$ cat config.mk
export PLATFORM = sky130hd
export DESIGN_NAME = bfwalk_dist_mem
export DESIGN_NICKNAME = d
export VERILOG_FILES = /design/src/design/bfwalk_pkg.sv /design/src/design/bfwalk_dist_mem.sv
export SDC_FILE = /design/constraint.sdc
export NUM_CORES = 2
export LEC_CHECK = 0
export BUFFER_PORTS_ARGS = -buffer_cell sky130_fd_sc_hd__buf_2
export CAP_MARGIN = 0
export CELL_PAD_IN_SITES_DETAIL_PLACEMENT = 0
export CELL_PAD_IN_SITES_GLOBAL_PLACEMENT = 1
export CORE_ASPECT_RATIO = 0.6
export CORE_UTILIZATION = 45
export DETAILED_ROUTE_END_ITERATION = 16
export PLACE_DENSITY = 0.64
export SYNTH_ARGS = -nofsm -noshare
export SYNTH_HDL_FRONTEND = slang
export SYNTH_MEMORY_MAX_BITS = 65536
export SYNTH_SLANG_ARGS = --single-unit
export TNS_END_PERCENT = 10
$ cat constraint.sdc
create_clock -name clk -period 6.04 [get_ports clk]
set_clock_uncertainty 0.2 [all_clocks]
set_input_delay 0 -clock clk [delete_from_list [all_inputs] [get_ports clk]]
set_output_delay 0 -clock clk [all_outputs]
set_load 0.03 [all_outputs]
$ cat src/design/bfwalk_pkg.sv
`timescale 1ns / 1ps
package bfwalk_pkg;

  // Default sizes of the core.
  localparam int MAX_NODES_DEF  = 64;
  localparam int MAX_EDGES_DEF  = 256;
  localparam int DIST_WIDTH_DEF = 32;

  // Fixed field widths of the stream words.
  localparam int NODE_W   = 6;
  localparam int WEIGHT_W = 16;
  localparam int EDGE_W   = 2 * NODE_W + WEIGHT_W;
  localparam int COUNT_W  = 7;
  localparam int WALK_W   = 33;
  localparam int IN_TDATA_W  = 32;
  localparam int OUT_TDATA_W = 40;

  // Walk weight limits.
  localparam logic signed [WALK_W-1:0] WALK_MAX = 33'sh0FFFFFFFF;
  localparam logic signed [WALK_W-1:0] WALK_MIN = 33'sh100000000;

  // Sequencer states.
  typedef enum logic [3:0] {
    ST_IDLE,
    ST_ROUND,
    ST_RD_EDGE,
    ST_RD_B,
    ST_RD_A,
    ST_UPD_A,
    ST_UPD_B,
    ST_OUT_RD,
    ST_OUT_LOAD,
    ST_OUT_WAIT
  } state_t;

endpackage

$ cat src/design/bfwalk_dist_mem.sv
`timescale 1ns / 1ps
module bfwalk_dist_mem import bfwalk_pkg::*; #(
  parameter int DEPTH = MAX_NODES_DEF,
  parameter int WIDTH = 2 * DIST_WIDTH_DEF + 2,
  localparam int AW = (DEPTH > 1) ? $clog2(DEPTH) : 1
) (
  input  logic             clk,
  input  logic             rst,
  input  logic             clr,
  input  logic [AW-1:0]    rd_addr,
  output logic [WIDTH-1:0] rd_data,
  input  logic             wr_en,
  input  logic [AW-1:0]    wr_addr,
  input  logic [WIDTH-1:0] wr_data
);

  logic [WIDTH-1:0] mem [DEPTH];
  logic [DEPTH-1:0] vld;
  logic [WIDTH-1:0] q;
  logic             q_vld;

  // Synchronous, registered read.
  always_ff @(posedge clk) begin
    q <= mem[rd_addr];
    if (wr_en) begin
      mem[wr_addr] <= wr_data;
    end
  end

  // Valid bits: an entry never written since the last clear reads as zero.
  always_ff @(posedge clk) begin
    if (rst || clr) begin
      vld   <= '0;
      q_vld <= 1'b0;
    end else begin
      q_vld <= vld[rd_addr];
      if (wr_en) begin
        vld[wr_addr] <= 1'b1;
      end
    end
  end

  assign rd_data = q_vld ? q : '0;

endmodule
Yosys cells after proc, flatten, opt, wreduce, memory -nomap -nowiden:

Memory sizes are Yosys's and may differ from the RTL's. A register that Yosys moved wholly into a read port is not among the register bits.
Cells that the tools add are included.

* flip-flop bits (word level): 65
* memory bits (writable): 4224
* input bits: 82
* output and inout bits: 66
* word-level logic and storage cells: 16
* memories kept: 1

Memories
* mem: depth 64, width 66, rd ports 1, clocked after Yosys merged registers in 1, write ports 1, RTL line bfwalk_dist_mem.sv:17 `logic [WIDTH-1:0] mem [DEPTH];`

* $lt $le $gt $ge: 3
* mux-type cells: 7
* bitwise gates (word level): 1
* reduce and logical (&&, ||, !) cells: 2

Operators with widths (number)
* $mux 66: 1
* $or 64x64->64: 1
* $lt 6x7->1 const B: 2
* $bmux 1 s6: 1
* $demux 1 s6: 1
* $ge 6x1->1 const B: 1
* $mux 1: 4
* $logic_and 1x1->1: 1
* $logic_or 1x1->1: 1

Depth between registers and ports, before layout:

* word-level depth: 5
* depth in mapped cells: 9
* mapped depth without buffers: 5

Worst setup path after synthesis:

Ideal clock, no wire load.

* path kind: input -> register
* start point: input port wr_en
* end point: memory mem[40][0] (netlist bit) (enable)
* setup time: 0.573 ns
* arrival: 5.014 ns
* data required time: 5.267 ns
* path slack: 0.253 ns
* cell stages on the path: 3
* buffers on the path: 0
* cell sequence: nor2b_1 nand3_1 nor3_1

* longest elaborated chain between the ends: 2

Ends and longest elaborated chain
* start: declaration: RTL line bfwalk_dist_mem.sv:12 `input logic wr_en,`
* $mux 1: RTL line bfwalk_dist_mem.sv:25 `if (wr_en) begin`
* $mux 1 (implied by the code): RTL line bfwalk_dist_mem.sv:26 `mem[wr_addr] <= wr_data;`
* end: declaration: RTL line bfwalk_dist_mem.sv:17

Every way passes these cells.

==> impl_results.md <==
- Design Power: between 60 and 70 mW
- Worst Hold End: q[28]$_DFF_P_
- Critical path launch point type: input pin
- Reg clk slew, reported paths: ~0.07 ns
- Hold_buf cts: 98
- Capturing point of the worst reg2reg path: q[35]$_DFF_P_
- Largest cells by area after synthesis: edfxtp_1 (77%), mux4_2 (17%), dfxtp_1 (1.6%)
- Cells after DPL: 11590
- CTS buffer count: 388
- Placed instance area: approximately 0.17 mm^2
- Peak VDD IR: ~240 uV
- Post-layout util: around half
- CTS tree: built
- DR vias/cell: 6.296
- First-pass GRT wire length: approximately 620 mm
- Busiest layer in global routing: met1
- GR Util met3: roughly 5.2%
- Layout area overhead: 13.11%
- Via count: 78060
- IO Port Bufs: between 100 and 150
- CTS Sinks: approximately 4400
- Syn_area_per_cell: roughly 24 um^2
- Status: finished, violations left
- Comb power frac: between 4 and 5%
- Post-synthesis instance total: 6747
- Relative slew slack: ~15%
- Die X: between 700 and 800 um
- Final nets: approximately 7300
- Worst-Skew Late Latency: 0.94 ns
- Finished Layout Cells: between 10000 and 15000
- Post-Synth XOR/XNOR Area: 0%
- Yosys top cell area share: about 77%
- Initial antenna violation count: 34
- Vias in the first global route: between 70000 and 80000
- Largest net degree at the start of global routing: 99
- Crit path capture type: register
- Hold Crit Start: rd_addr[0]
- Fillers: about 28000
- Fraction of layout cells with a size suffix above 1: around 30%
- Leading area contributor after synthesis: edfxtp_1
- #FFs+latches synth: roughly 4400
- Row count: ~170
- Post-Synth Simple-Gate Area: 1.083%
- Root Buffer: clkbuf_16
- P_int: between 40 and 50 mW
- HP Class: input pin to register
- DRT Pass-1 Iters: 5
- NetSw: approximately 13 mW
- RSZ-0062 raised after global routing: false
- Final worst path period need: 3.779 ns
- GRT met2 Usage: around a third
- Initial Util: 45.29%
- Hold Vio Cnt, Final: 1
- Post-synthesis compound-gate area fraction: ~1.2%
- Slew Viols, Final: 0
- Post-route clock period utilization: a little over three fifths
- Worst r2r src: mem[59][35]$_DFFE_PP_
- Fin area: between 0.15 and 0.2 mm^2
- Net switching share of the total power: between 20% and 30%
- Worst-path fanout max: 40
- Clock power frac: around two fifths
- Library cells used by synthesis: 29
- 1st-iter DRT viols: ~10000
- Num ports: 148
- Mux cell area share after synthesis: 17.84%
- Total wire length: about 450 mm
- Post-synthesis sequential area ratio: between 70% and 80%
- Post-CTS setup repair buffer count: 0
- Routed len/inst: ~36 um
- Grt ovf: 0
- Power per Cell Area: between 300 and 400 mW/mm^2
- Hold Slack: -0.01063 ns
- Setup violations, final: 0
- Die area: 0.3673 mm^2
- Core area: roughly 0.36 mm^2
- Final setup TNS: 0 ns
- DP Wirelength: about 240 mm
- GP Congestion: about 0.76
- Overall routing resource usage: between 20% and 30%
- Failing checks: hold timing
- Reg2Reg Depth: 6
- Yosys warns: 0
- Hold Path Depth: 6
- WP data required: between 6 and 7 ns
- P_leak: 57.47 nW
- Post-CTS Resized: 0
- Worst-Margin Slew: ~1.3 ns
- Largest family of logic cells by synthesized area: multiplexers
- Seq pwr share: a little over half
- MaxCap Viol Count: 0
- Clk buf depth: 4
- H-tree Lvls: 5
- Post-DRT Antenna Nets: 0
- Cell Area, Synth: 0.1642 mm^2
- Grt met1 use: 38.94%
- Die Ht: 469.9 um
- DRC errors left: 0
- Synth Net Count: just under 7000
- WS Path Type: input pin to register
- Fmax: around 260 MHz
- Reg2Reg Setup Slack: approximately 3 ns
- Post-Synth Adder-Cell Area: 0%
- Arrival @ worst endpoint: between 4 and 5 ns
==> placed cells by master (no fill, tap or decap), drive strengths merged, types with 106 or more instances in the layout <==
cell	Yosys	routed
dfxtp	131	131
nor3	116	116
mux4	1253	1253
mux2i	106	106
clkbuf	185	503
clkinv	0	144
edfxtp	4224	4224
buf	188	373
a21oi	131	131
nor2	130	130
==> flip-flops by register name (all words and copies together) (netlist names) <==
name   flops
mem     4224
q         66
vld       64
q_vld      1
==> area by class of cell <==
type                            instances  area, um^2  area share (%)
Clock buffer                          502       10500           5.652
Multi-Input combinational cell       2019       33470           18.03
Clock inverter                        200        1951           1.051
Timing Repair Buffer                  471        4209           2.267
Sequential cell                      4355      129500           69.73
Tap cell                             4844        6061           3.264
Antenna cell                            8       20.02         0.01078
==> power by group through the flow <==
stage / sequential (mW) / clock [mW] / combinational (mW)
after detailed placement: 34.2 / 0 / 2.83
after CTS: 33.5 / 25.1 / 2.90
final: 33.5 / 24.7 / 2.86
after global placement: 34.2 / 0 / 2.78
after floorplan: 34.1 / 0 / 1.65
after global routing: 33.5 / 26.2 / 3.03
==> synth_stat cells, drive strengths merged <==
master	count
a211oi	2
a21oi	131
a22oi	9
a311oi	9
and2	68
buf	188
clkbuf	185
dfxtp	131
edfxtp	4224
mux2	1
mux2i	106
mux4	1253
nand2	28
nand2b	7
nand3	10
nand3b	3
nor2	130
nor2b	8
nor3	116
o21a	64
o21ai	3
o221ai	57
o22ai	11
o32ai	1
or2	1
or3	1
==> worst max-delay path, cell delays in order <==
cell and delay [ns]:
dlygate4sd3_1 0.53, dlygate4sd3_1 0.56, clkbuf_8 0.25, nand2_4 0.51, buf_12 0.40, o221ai_1 0.20
a21oi_1 0.45, a21oi_1 0.09, dlygate4sd3_1 0.58, nor3_1 0.20, dlygate4sd3_1 0.58
==> per-layer routing <==
| metal | share of wire, % | vias up |
|---|---|---|
| met4 | 2.3 | 26 |
| met5 | 0.035 | - |
| met3 | 10 | 574 |
| met1 | 44 | 43160 |
| li1 | - | 30110 |
| met2 | 43 | 4194 |
==> per-stage QoR <==
stage | setup slack [ns] | hold WS [ns]
3_5_place_dp | 2.285 | 0.2478
6_report | 2.261 | -0.01063
2_1_floorplan | 0.2529 | -0.1011
5_1_grt | 2.177 | 0.06592
4_1_cts | 2.390 | 0.007168
3_3_place_gp | 2.283 | 0.2411
==> worst max path at each step <==
| stage | startpoint | endpoint | slack (ns) | cells past startpoint |
|---|---|---|---|---|
| floorplan | wr_en | mem[40][0]$_DFFE_PP_ | 0.25 | 3 |
| CTS | rd_addr[4] | q[35]$_DFF_P_ | 2.39 | 11 |
| global route | rd_addr[4] | q[35]$_DFF_P_ | 2.18 | 11 |
| finish | rd_addr[4] | q[35]$_DFF_P_ | 2.26 | 11 |
| detailed placement | wr_en | mem[25][49]$_DFFE_PP_ | 2.28 | 5 |
| global placement | wr_en | mem[25][50]$_DFFE_PP_ | 2.28 | 5 |
==> cell families after synthesis <==
logic type / after synthesis
buf+inv: 373
simple gates: 372
flops: 4355
compound gates: 287
mux: 1360
Note: power is estimated with default switching activity, not from simulation.
